--- src/rtl/core/tcsps_pkg.sv ---
// ----------------------------------------------------------------------------
// tcsps_pkg
// Shared types and constants of the two-class stable priority sorter.
// ----------------------------------------------------------------------------
package tcsps_pkg;

    localparam int PRIO_W    = 16;   // priority and register width
    localparam int KIND_W    = 3;
    localparam int KIDX_W    = 5;    // task_index port width
    localparam int CFG_IDX_W = 1;

    // configuration register indexes
    localparam logic [CFG_IDX_W-1:0] CFG_SYS_LIMIT = 1'd0;
    localparam logic [CFG_IDX_W-1:0] CFG_USER_CEIL = 1'd1;

    localparam logic [PRIO_W-1:0] SYS_LIMIT_RST = 16'd50;
    localparam logic [PRIO_W-1:0] USER_CEIL_RST = 16'd255;

    // result kinds
    localparam logic [KIND_W-1:0] KIND_SYS      = 3'd0;
    localparam logic [KIND_W-1:0] KIND_USER     = 3'd1;
    localparam logic [KIND_W-1:0] KIND_SYS_END  = 3'd2;
    localparam logic [KIND_W-1:0] KIND_USER_END = 3'd3;
    localparam logic [KIND_W-1:0] KIND_ILLEGAL  = 3'd4;
    localparam logic [KIND_W-1:0] KIND_DROPPED  = 3'd5;

    typedef struct packed {
        logic [KIND_W-1:0] kind;
        logic [KIDX_W-1:0] task_index;
        logic              final_res;
    } t_result;

endpackage

--- src/rtl/core/tcsps_order_mem.sv ---
// ----------------------------------------------------------------------------
// tcsps_order_mem
// Order list store: one write port, one read port, registered read data.
// ----------------------------------------------------------------------------
module tcsps_order_mem #(
    parameter int AW = 6,
    parameter int DW = 21
) (
    input  logic          i_clk,
    input  logic          i_we,
    input  logic [AW-1:0] i_waddr,
    input  logic [DW-1:0] i_wdata,
    input  logic          i_re,
    input  logic [AW-1:0] i_raddr,
    output logic [DW-1:0] o_rdata
);

    logic [DW-1:0] r_mem [0:(1<<AW)-1];
    logic [DW-1:0] r_rdata;

    always_ff @(posedge i_clk) begin
        if (i_we) begin
            r_mem[i_waddr] <= i_wdata;
        end
    end

    // read data holds until the next read
    always_ff @(posedge i_clk) begin
        if (i_re) begin
            r_rdata <= r_mem[i_raddr];
        end
    end

    assign o_rdata = r_rdata;

endmodule

--- src/rtl/core/tcsps_ctrl.sv ---
// ----------------------------------------------------------------------------
// tcsps_ctrl
// Sequencer: classifies each request, walks the order list for the stable
// insertion and flushes both lists on the final request.
// ----------------------------------------------------------------------------
module tcsps_ctrl
    import tcsps_pkg::*;
#(
    parameter int MAX_TASKS = 32
) (
    input  logic                                      i_clk,
    input  logic                                      i_rst_n,
    input  logic                                      i_accept,
    input  logic [PRIO_W-1:0]                         i_prio,
    input  logic                                      i_last,
    input  logic [PRIO_W-1:0]                         i_sys_limit,
    input  logic [PRIO_W-1:0]                         i_user_ceil,
    input  logic                                      i_out_free,
    output logic                                      o_busy,
    output logic                                      o_res_vld,
    output t_result                                   o_res,
    output logic                                      o_mem_we,
    output logic [$clog2(MAX_TASKS):0]                o_mem_waddr,
    output logic [PRIO_W+$clog2(MAX_TASKS)-1:0]       o_mem_wdata,
    output logic                                      o_mem_re,
    output logic [$clog2(MAX_TASKS):0]                o_mem_raddr,
    input  logic [PRIO_W+$clog2(MAX_TASKS)-1:0]       i_mem_rdata
);

    localparam int IW = $clog2(MAX_TASKS);
    localparam int CW = $clog2(MAX_TASKS + 1);
    localparam int XW = IW + KIDX_W;
    localparam logic [CW-1:0]     MAXC     = CW'(MAX_TASKS);
    localparam logic [KIDX_W-1:0] DROP_IDX = KIDX_W'(MAX_TASKS % (1 << KIDX_W));

    localparam logic [2:0] S_IDLE = 3'd0;
    localparam logic [2:0] S_EVAL = 3'd1;
    localparam logic [2:0] S_RPT  = 3'd2;
    localparam logic [2:0] S_WALK = 3'd3;
    localparam logic [2:0] S_PUT  = 3'd4;
    localparam logic [2:0] S_FRD  = 3'd5;
    localparam logic [2:0] S_FWR  = 3'd6;

    logic [2:0]        r_state, n_state;
    logic [PRIO_W-1:0] r_prio,  n_prio;
    logic              r_last,  n_last;
    logic              r_drop,  n_drop;
    logic [IW-1:0]     r_idx,   n_idx;
    logic              r_cls,   n_cls;    // 0 system list, 1 user list
    logic [CW-1:0]     r_pos,   n_pos;
    logic [CW-1:0]     r_arr,   n_arr;
    logic [CW-1:0]     r_cnt_sys, n_cnt_sys;
    logic [CW-1:0]     r_cnt_usr, n_cnt_usr;

    logic [CW-1:0]     pos_m1, pos_m2, cnt_sel, new_cnt, new_cnt_m1;
    logic              new_cls;
    logic [PRIO_W-1:0] rd_prio;
    logic [IW-1:0]     rd_idx;
    logic [XW-1:0]     rd_idx_x, r_idx_x;

    assign pos_m1     = r_pos - CW'(1);
    assign pos_m2     = r_pos - CW'(2);
    assign cnt_sel    = r_cls ? r_cnt_usr : r_cnt_sys;
    assign new_cls    = (r_prio < i_sys_limit) ? 1'b0 : 1'b1;
    assign new_cnt    = new_cls ? r_cnt_usr : r_cnt_sys;
    assign new_cnt_m1 = new_cnt - CW'(1);
    assign rd_prio    = i_mem_rdata[PRIO_W+IW-1:IW];
    assign rd_idx     = i_mem_rdata[IW-1:0];
    assign rd_idx_x   = XW'(rd_idx);
    assign r_idx_x    = XW'(r_idx);

    always_comb begin
        n_state     = r_state;
        n_prio      = r_prio;
        n_last      = r_last;
        n_drop      = r_drop;
        n_idx       = r_idx;
        n_cls       = r_cls;
        n_pos       = r_pos;
        n_arr       = r_arr;
        n_cnt_sys   = r_cnt_sys;
        n_cnt_usr   = r_cnt_usr;
        o_mem_we    = 1'b0;
        o_mem_waddr = {r_cls, r_pos[IW-1:0]};
        o_mem_wdata = {r_prio, r_idx};
        o_mem_re    = 1'b0;
        o_mem_raddr = {r_cls, pos_m1[IW-1:0]};
        o_res_vld   = 1'b0;
        o_res       = '0;

        case (r_state)
            S_IDLE: begin
                if (i_accept) begin
                    n_prio  = i_prio;
                    n_last  = i_last;
                    n_state = S_EVAL;
                end
            end
            S_EVAL: begin
                if (r_arr >= MAXC) begin
                    n_drop = 1'b1;
                    if (r_last) begin
                        // dropped final request: no report, straight to flush
                        n_cls   = 1'b0;
                        n_pos   = '0;
                        n_state = S_FRD;
                    end else begin
                        n_state = S_RPT;
                    end
                end else begin
                    n_idx  = r_arr[IW-1:0];
                    n_arr  = r_arr + CW'(1);
                    n_drop = 1'b0;
                    if (r_prio > i_user_ceil) begin
                        n_state = S_RPT;
                    end else begin
                        n_cls = new_cls;
                        n_pos = new_cnt;
                        if (new_cnt == '0) begin
                            n_state = S_PUT;
                        end else begin
                            o_mem_re    = 1'b1;
                            o_mem_raddr = {new_cls, new_cnt_m1[IW-1:0]};
                            n_state     = S_WALK;
                        end
                    end
                end
            end
            S_RPT: begin
                if (i_out_free) begin
                    o_res_vld        = 1'b1;
                    o_res.kind       = r_drop ? KIND_DROPPED : KIND_ILLEGAL;
                    o_res.task_index = r_drop ? DROP_IDX : r_idx_x[KIDX_W-1:0];
                    if (r_last) begin
                        n_cls   = 1'b0;
                        n_pos   = '0;
                        n_state = S_FRD;
                    end else begin
                        n_state = S_IDLE;
                    end
                end
            end
            S_WALK: begin
                // read data is the entry just above the hole at r_pos
                if (r_prio < rd_prio) begin
                    o_mem_we    = 1'b1;
                    o_mem_wdata = i_mem_rdata;
                    n_pos       = pos_m1;
                    if (pos_m1 != '0) begin
                        o_mem_re    = 1'b1;
                        o_mem_raddr = {r_cls, pos_m2[IW-1:0]};
                    end else begin
                        n_state = S_PUT;
                    end
                end else begin
                    n_state = S_PUT;
                end
            end
            S_PUT: begin
                o_mem_we = 1'b1;
                if (r_cls) begin
                    n_cnt_usr = r_cnt_usr + CW'(1);
                end else begin
                    n_cnt_sys = r_cnt_sys + CW'(1);
                end
                if (r_last) begin
                    n_cls   = 1'b0;
                    n_pos   = '0;
                    n_state = S_FRD;
                end else begin
                    n_state = S_IDLE;
                end
            end
            S_FRD: begin
                if (r_pos < cnt_sel) begin
                    o_mem_re    = 1'b1;
                    o_mem_raddr = {r_cls, r_pos[IW-1:0]};
                    n_state     = S_FWR;
                end else if (i_out_free) begin
                    o_res_vld       = 1'b1;
                    o_res.kind      = r_cls ? KIND_USER_END : KIND_SYS_END;
                    o_res.final_res = r_cls;
                    if (!r_cls) begin
                        n_cls = 1'b1;
                        n_pos = '0;
                    end else begin
                        n_cnt_sys = '0;
                        n_cnt_usr = '0;
                        n_arr     = '0;
                        n_state   = S_IDLE;
                    end
                end
            end
            S_FWR: begin
                if (i_out_free) begin
                    o_res_vld        = 1'b1;
                    o_res.kind       = r_cls ? KIND_USER : KIND_SYS;
                    o_res.task_index = rd_idx_x[KIDX_W-1:0];
                    n_pos            = r_pos + CW'(1);
                    n_state          = S_FRD;
                end
            end
            default: begin
                n_state = S_IDLE;
            end
        endcase
    end

    always_ff @(posedge i_clk) begin
        if (!i_rst_n) begin
            r_state   <= S_IDLE;
            r_arr     <= '0;
            r_cnt_sys <= '0;
            r_cnt_usr <= '0;
        end else begin
            r_state   <= n_state;
            r_arr     <= n_arr;
            r_cnt_sys <= n_cnt_sys;
            r_cnt_usr <= n_cnt_usr;
        end
    end

    always_ff @(posedge i_clk) begin
        r_prio <= n_prio;
        r_last <= n_last;
        r_drop <= n_drop;
        r_idx  <= n_idx;
        r_cls  <= n_cls;
        r_pos  <= n_pos;
    end

    assign o_busy = (r_state != S_IDLE);

    // both lists together never hold more tasks than indices handed out
    a_cnt_bound: assert property (@(posedge i_clk) disable iff (!i_rst_n)
        ({1'b0, r_cnt_sys} + {1'b0, r_cnt_usr}) <= {1'b0, r_arr})
        else $error("list lengths exceed arrival count");

    a_res_state: assert property (@(posedge i_clk) disable iff (!i_rst_n)
        o_res_vld |-> (r_state == S_RPT || r_state == S_FRD || r_state == S_FWR))
        else $error("result issued outside a report or flush state");

    // the walk never reads the entry it is writing
    a_mem_clash: assert property (@(posedge i_clk) disable iff (!i_rst_n)
        (o_mem_we && o_mem_re) |-> (o_mem_waddr != o_mem_raddr))
        else $error("order store read and write on the same entry");

    a_accept_eval: assert property (@(posedge i_clk) disable iff (!i_rst_n)
        (i_accept && r_state == S_IDLE) |=> (r_state == S_EVAL))
        else $error("accepted request not evaluated");

endmodule

--- src/rtl/core/two_class_stable_priority_sorter.sv ---
// ----------------------------------------------------------------------------
// two_class_stable_priority_sorter
// Sorts a batch of task priorities into a system list and a user list.
// ----------------------------------------------------------------------------
// Requests are taken one at a time; o_in_stall stays high until a request is
// fully handled. A request passes through evaluation, then the insertion walk
// over the list entries it compares (up to MAX_TASKS - 1), then the put; the
// walk reads and shifts one entry per cycle through the single order store.
// An illegal or dropped request passes from evaluation to a report state that
// issues its report; a dropped final request skips the report. The final
// request then flushes both lists: each listed task is read from the store
// and then issued, and each list ends with an end marker. Results leave
// through an output register, so a stalled consumer only delays the reports
// and the flush.
module two_class_stable_priority_sorter
    import tcsps_pkg::*;
#(
    parameter int MAX_TASKS = 32
) (
    input  logic                 i_clk,
    input  logic                 i_rst_n,
    input  logic                 i_in_valid,
    output logic                 o_in_stall,
    input  logic [PRIO_W-1:0]    i_priority_req,
    input  logic                 i_last,
    output logic                 o_out_valid,
    input  logic                 i_out_stall,
    output logic [KIND_W-1:0]    o_kind,
    output logic [KIDX_W-1:0]    o_task_index,
    output logic                 o_final_res,
    input  logic                 i_cfg_we,
    input  logic [CFG_IDX_W-1:0] i_cfg_idx,
    input  logic [PRIO_W-1:0]    i_cfg_data
);

    localparam int IW = $clog2(MAX_TASKS);
    localparam int AW = IW + 1;
    localparam int DW = PRIO_W + IW;

    logic [PRIO_W-1:0] r_sys_limit;
    logic [PRIO_W-1:0] r_user_ceil;
    logic              r_out_vld;
    t_result           r_out;

    logic              accept;
    logic              busy;
    logic              out_free;
    logic              res_vld;
    t_result           res;
    logic              mem_we, mem_re;
    logic [AW-1:0]     mem_waddr, mem_raddr;
    logic [DW-1:0]     mem_wdata, mem_rdata;

    assign o_in_stall = busy;
    assign accept     = i_in_valid && !busy;
    assign out_free   = !r_out_vld || !i_out_stall;

    always_ff @(posedge i_clk) begin
        if (!i_rst_n) begin
            r_sys_limit <= SYS_LIMIT_RST;
            r_user_ceil <= USER_CEIL_RST;
        end else if (i_cfg_we) begin
            case (i_cfg_idx)
                CFG_SYS_LIMIT: r_sys_limit <= i_cfg_data;
                CFG_USER_CEIL: r_user_ceil <= i_cfg_data;
                default: ;
            endcase
        end
    end

    always_ff @(posedge i_clk) begin
        if (!i_rst_n) begin
            r_out_vld <= 1'b0;
        end else if (out_free) begin
            r_out_vld <= res_vld;
        end
    end

    always_ff @(posedge i_clk) begin
        if (out_free && res_vld) begin
            r_out <= res;
        end
    end

    assign o_out_valid  = r_out_vld;
    assign o_kind       = r_out.kind;
    assign o_task_index = r_out.task_index;
    assign o_final_res  = r_out.final_res;

    tcsps_ctrl #(
        .MAX_TASKS (MAX_TASKS)
    ) u_ctrl (
        .i_clk       (i_clk),
        .i_rst_n     (i_rst_n),
        .i_accept    (accept),
        .i_prio      (i_priority_req),
        .i_last      (i_last),
        .i_sys_limit (r_sys_limit),
        .i_user_ceil (r_user_ceil),
        .i_out_free  (out_free),
        .o_busy      (busy),
        .o_res_vld   (res_vld),
        .o_res       (res),
        .o_mem_we    (mem_we),
        .o_mem_waddr (mem_waddr),
        .o_mem_wdata (mem_wdata),
        .o_mem_re    (mem_re),
        .o_mem_raddr (mem_raddr),
        .i_mem_rdata (mem_rdata)
    );

    tcsps_order_mem #(
        .AW (AW),
        .DW (DW)
    ) u_mem (
        .i_clk   (i_clk),
        .i_we    (mem_we),
        .i_waddr (mem_waddr),
        .i_wdata (mem_wdata),
        .i_re    (mem_re),
        .i_raddr (mem_raddr),
        .o_rdata (mem_rdata)
    );

endmodule
--- config.mk ---
export PLATFORM = sky130hd
export DESIGN_NAME = two_class_stable_priority_sorter
export DESIGN_NICKNAME = d
export VERILOG_FILES = /design/src/rtl/core/tcsps_pkg.sv /design/src/rtl/core/tcsps_order_mem.sv /design/src/rtl/core/tcsps_ctrl.sv /design/src/rtl/core/two_class_stable_priority_sorter.sv
export SDC_FILE = /design/constraint.sdc
export NUM_CORES = 2
export LEC_CHECK = 0
export BUFFER_PORTS_ARGS = -buffer_cell sky130_fd_sc_hd__buf_4
export CAP_MARGIN = 0
export CORE_UTILIZATION = 37
export DETAILED_ROUTE_END_ITERATION = 10
export GPL_ROUTABILITY_DRIVEN = 0
export REMOVE_ABC_BUFFERS = 1
export SLEW_MARGIN = 20
export SYNTH_ARGS = -nofsm -noshare
export SYNTH_HDL_FRONTEND = slang
export SYNTH_SLANG_ARGS = --single-unit
--- constraint.sdc ---
create_clock -name i_clk -period 5.8 [get_ports i_clk]
set_input_delay 0.29 -clock i_clk [delete_from_list [all_inputs] [get_ports i_clk]]
set_output_delay 0.29 -clock i_clk [all_outputs]
set_load 0.02 [all_outputs]
==> key figures <==
Worst setup path
  – Delay-heaviest family, CP: compound AO/OA/AOI/OAI gates
  – Req. time, crit path: 6.42 ns
  – CP startpoint kind: flop
  – Worst setup EP type: flop
  – Buffers & Inverters on Critical Path: 5
  – CP Class: reg -> reg
  – Crit-path cells: ha_1 > o21ai_0 > a211oi_1 > buf_4 > a311oi_4 > and2_2 > mux2i_1 > ha_1 > nor3b_1 > nand2_1 > inv_1 > a2111oi_4 > a221oi_1 > and2_4 > buf_12 > buf_4 > nor3_2 > buf_12 > a32oi_2 > nand4_1 > o211ai_1
  – CP arrival: 6.36 ns
  – Crit-path max cell delay: 0.50 ns
  – Critical path peak fanout: 34
  – CP max stage cell: nand4_1

Synth
  – Mapped Cells: 4287
  – Most used DFF post-synth: edfxtp_1
  – Netlist cell types: 82
  – Post-synth EDFFs: 1404
  – Yosys reg bits: 1458
  – Register area share after synthesis: 72.3%
  – Cell taking the most area after synthesis: edfxtp_1
  – Syn Area/Cell: 13.9 um^2
  – Asr flop ratio synth: 0%
  – Syn Std Cell Area: 59800 um^2
  – Yosys warnings: 0
  – Top-area cell type share of the netlist area: 70.5%
  – Synth area leaders: edfxtp_1, nand2_1, mux2i_1

STA
  – Tmin final: 5.74 ns
  – Setup violators final: 0
  – Fmax: 0.174 GHz
  – Slew Limit Fails: 0
  – RSZ-0062 raised after global routing: true
  – PnR worst setup slack: 0.0598 ns
  – Skew final: 0.0330 ns
  – Period utilization: 99.0%
  – Slew at the pin closest to its max-slew limit: 1.03 ns
  – Slew HR: 31.3%
  – Final setup TNS: 0 ns
  – Fin. Hold Viols: 0

Cells and area
  – Layout cell share with drive strength beyond 1: 15.4%
  – Synth-to-Final Area Change: 17.3%
  – Final #Nets: 4657
  – Ant. Diodes: 0

Global route
  – GRT Total Usage: 21.3%
  – Vias in the first global route: 36.9k
  – GRT Residual Overflow: 0
  – Global-route wire length before repair: 255000 um
  – Largest net degree at the start of global routing: 87
  – Initial antenna violation count: 5

Placement
  – Pre-CTS setup slack: -0.0695 ns
  – Port bufs: 49
  – Detail Placement HPWL: 105000 um

Die
  – Initial cell density of the core: 37.2%
  – I/O pin count: 50
  – Die area: 163000 um^2
  – FP Rows: 147
  – Die extent in x: 404 um
  – Die height: 404 um
  – Core Region: 161000 um^2

Routing
  – Final ANT Viol Nets: 0
  – Drt drc: 0
  – Total wire length: 177000 um
  – Avg Vias per Cell: 5.66
  – Via count: 38.7k
  – TritonRoute pass-1 iters: 6
  – Starting DRT DRC Count: 4816
  – Routed len/inst: 25.9 um

Run status
  – Status: finished, final reports clean

Clocking
  – Clk Latency, worst-skew pair: 0.79 ns
  – Cts bufs inserted: 149
  – CTS H-Tree Depth: 4
  – Root Buffer: clkbuf_16
  – Worst-path clk slew: 0.06 ns
  – CTS tree: done
  – Bufs on Longest Clock Path: 3
  – CTS Sinks: 1458

Pwr
  – P per Cell Area: 627 nW/um^2
  – Pleak: 23.9 nW
  – Max IR drop VDD: 0.564 mV

Hold path
  – Hold Path Class: in -> reg

Job
  – Max_cap viols: 0
## stage by stage
stage / instances / total power, mW / area, um^2 / utilization [%] / hold WS [ns]
2_1_floorplan: 3995 / 23.3 / 58400 / - / 0.362
3_3_place_gp: 6501 / 33.9 / 64600 / 40.2 / 0.452
3_5_place_dp: 6502 / 34.1 / 64700 / 40.3 / 0.458
4_1_cts: 6814 / 43.6 / 69900 / 43.5 / 0.0459
5_1_grt: 6829 / 45.7 / 70100 / 43.7 / 0.168
6_report: 6829 / 44.0 / 70100 / 43.7 / 0.103
## flip-flops by register name, summed over array words and instances (netlist names), 3 cells and up
register and flops:
u_ctrl.r_idx 5, o_task_index 5, r_sys_limit 16, u_ctrl.r_cnt_usr 6, u_ctrl.r_prio 16, u_mem.o_rdata 21
u_ctrl.r_pos 6, u_ctrl.r_state 3, u_mem.r_mem 1344, r_user_ceil 16, o_kind 3, u_ctrl.r_cnt_sys 6
u_ctrl.r_arr 6
## power by group
group	switching (mW)	internal (mW)
combinational	14.2	6.94
clock	4.08	5.46
sequential	0.263	13.0
## kinds of logic (layout without fill, tap and decap cells)
| family | Yosys count | count (layout) | share of synthesized area (%) |
|---|---|---|---|
| compound gates | 722 | 722 | 8.92 |
| xor+xnor | 23 | 23 | 0.337 |
| fa+ha+maj | 65 | 65 | 1.36 |
| buf+inv | 357 | 738 | 2.73 |
| flops | 1458 | 1458 | 72.3 |
| mux | 159 | 159 | 3.10 |
| simple gates | 1503 | 1504 | 11.2 |
## cell usage after synthesis (all sizes together), types with 12 or more instances
| cell | n |
|---|---|
| mux4 | 20 |
| o21ai | 56 |
| nand2 | 852 |
| nand4 | 74 |
| nor2b | 12 |
| and3 | 179 |
| edfxtp | 1404 |
| mux2i | 132 |
| a21boi | 24 |
| inv | 65 |
| a21oi | 63 |
| or4 | 19 |
| o211ai | 54 |
| buf | 139 |
| nand3 | 113 |
| ha | 65 |
| dfxtp | 54 |
| a31oi | 110 |
| a32oi | 63 |
| clkbuf | 153 |
| a221oi | 24 |
| xor2 | 15 |
| nor3 | 13 |
| o221ai | 43 |
| a211oi | 137 |
| a311oi | 44 |
| o22ai | 24 |
| nor2 | 193 |
| a32o | 20 |
| and2 | 12 |
## layer usage
layer	vias up	part of all wire, %	GRT usage [%]	wire, um
met5	-	0	0	0
met4	0	3.5	7.88	6230
met3	282	8.8	3.33	15500
met2	1926	46	32.9	80600
met1	19500	42	30.2	74300
li1	17000	-	-	-
## cells in the final DEF (no fill, tap or decap), drive strengths merged, types with 43 or more instances in the layout
cell | synthesis | final
inv | 65 | 74
o221ai | 43 | 43
a21oi | 63 | 63
buf | 139 | 359
a32oi | 63 | 63
a31oi | 110 | 110
nor2 | 193 | 193
a211oi | 137 | 137
dlygate4sd3 | 0 | 45
nand2 | 852 | 853
o21ai | 56 | 56
dfxtp | 54 | 54
a311oi | 44 | 44
mux2i | 132 | 132
clkbuf | 153 | 181
nand4 | 74 | 74
edfxtp | 1404 | 1404
and3 | 179 | 179
ha | 65 | 65
clkinv | 0 | 59
nand3 | 113 | 113
o211ai | 54 | 54
## worst paths after layout
check | startpoint | end | slack [ns] | cells past startpoint
hold reg to reg | r_user_ceil[14] | r_user_ceil[14] | 0.46 | 2
hold / removal | i_in_valid | u_ctrl.r_state[2] | 0.10 | 5
setup / recovery | u_ctrl.r_prio[2] | u_mem.o_rdata[8] | 0.06 | 21
setup reg to reg | u_ctrl.r_prio[2] | u_mem.o_rdata[8] | 0.06 | 21
## layout make-up
type	count	area, um^2
fillers	14200	90400
multi-input cells	2473	15400
well taps	2160	2700
flip-flops and latches	1458	43200
clock buffers	179	3960
repair buffers	406	3780
clock inverters	88	838
inverters	65	244
## worst min-delay path, delay by kind of cell
family / cells / cell delay, ns
AO/OA/AOI/OAI: 2 / 0.29
AND/OR/NAND/NOR: 2 / 0.16
buffers and inverters: 1 / 0.11
## what timing repair did
item | 4_1_cts | 5_1_grt
setup buffers | 0 | 12
pin swaps | 1 | 8
endpoints found under the hold margin | 59 | 0
hold buffers | 45 | 0
setup endpoints to repair | 1 | 21
gates resized for setup | 1 | 8
cloned | 0 | 3
(Power assumes the default switching activity.)
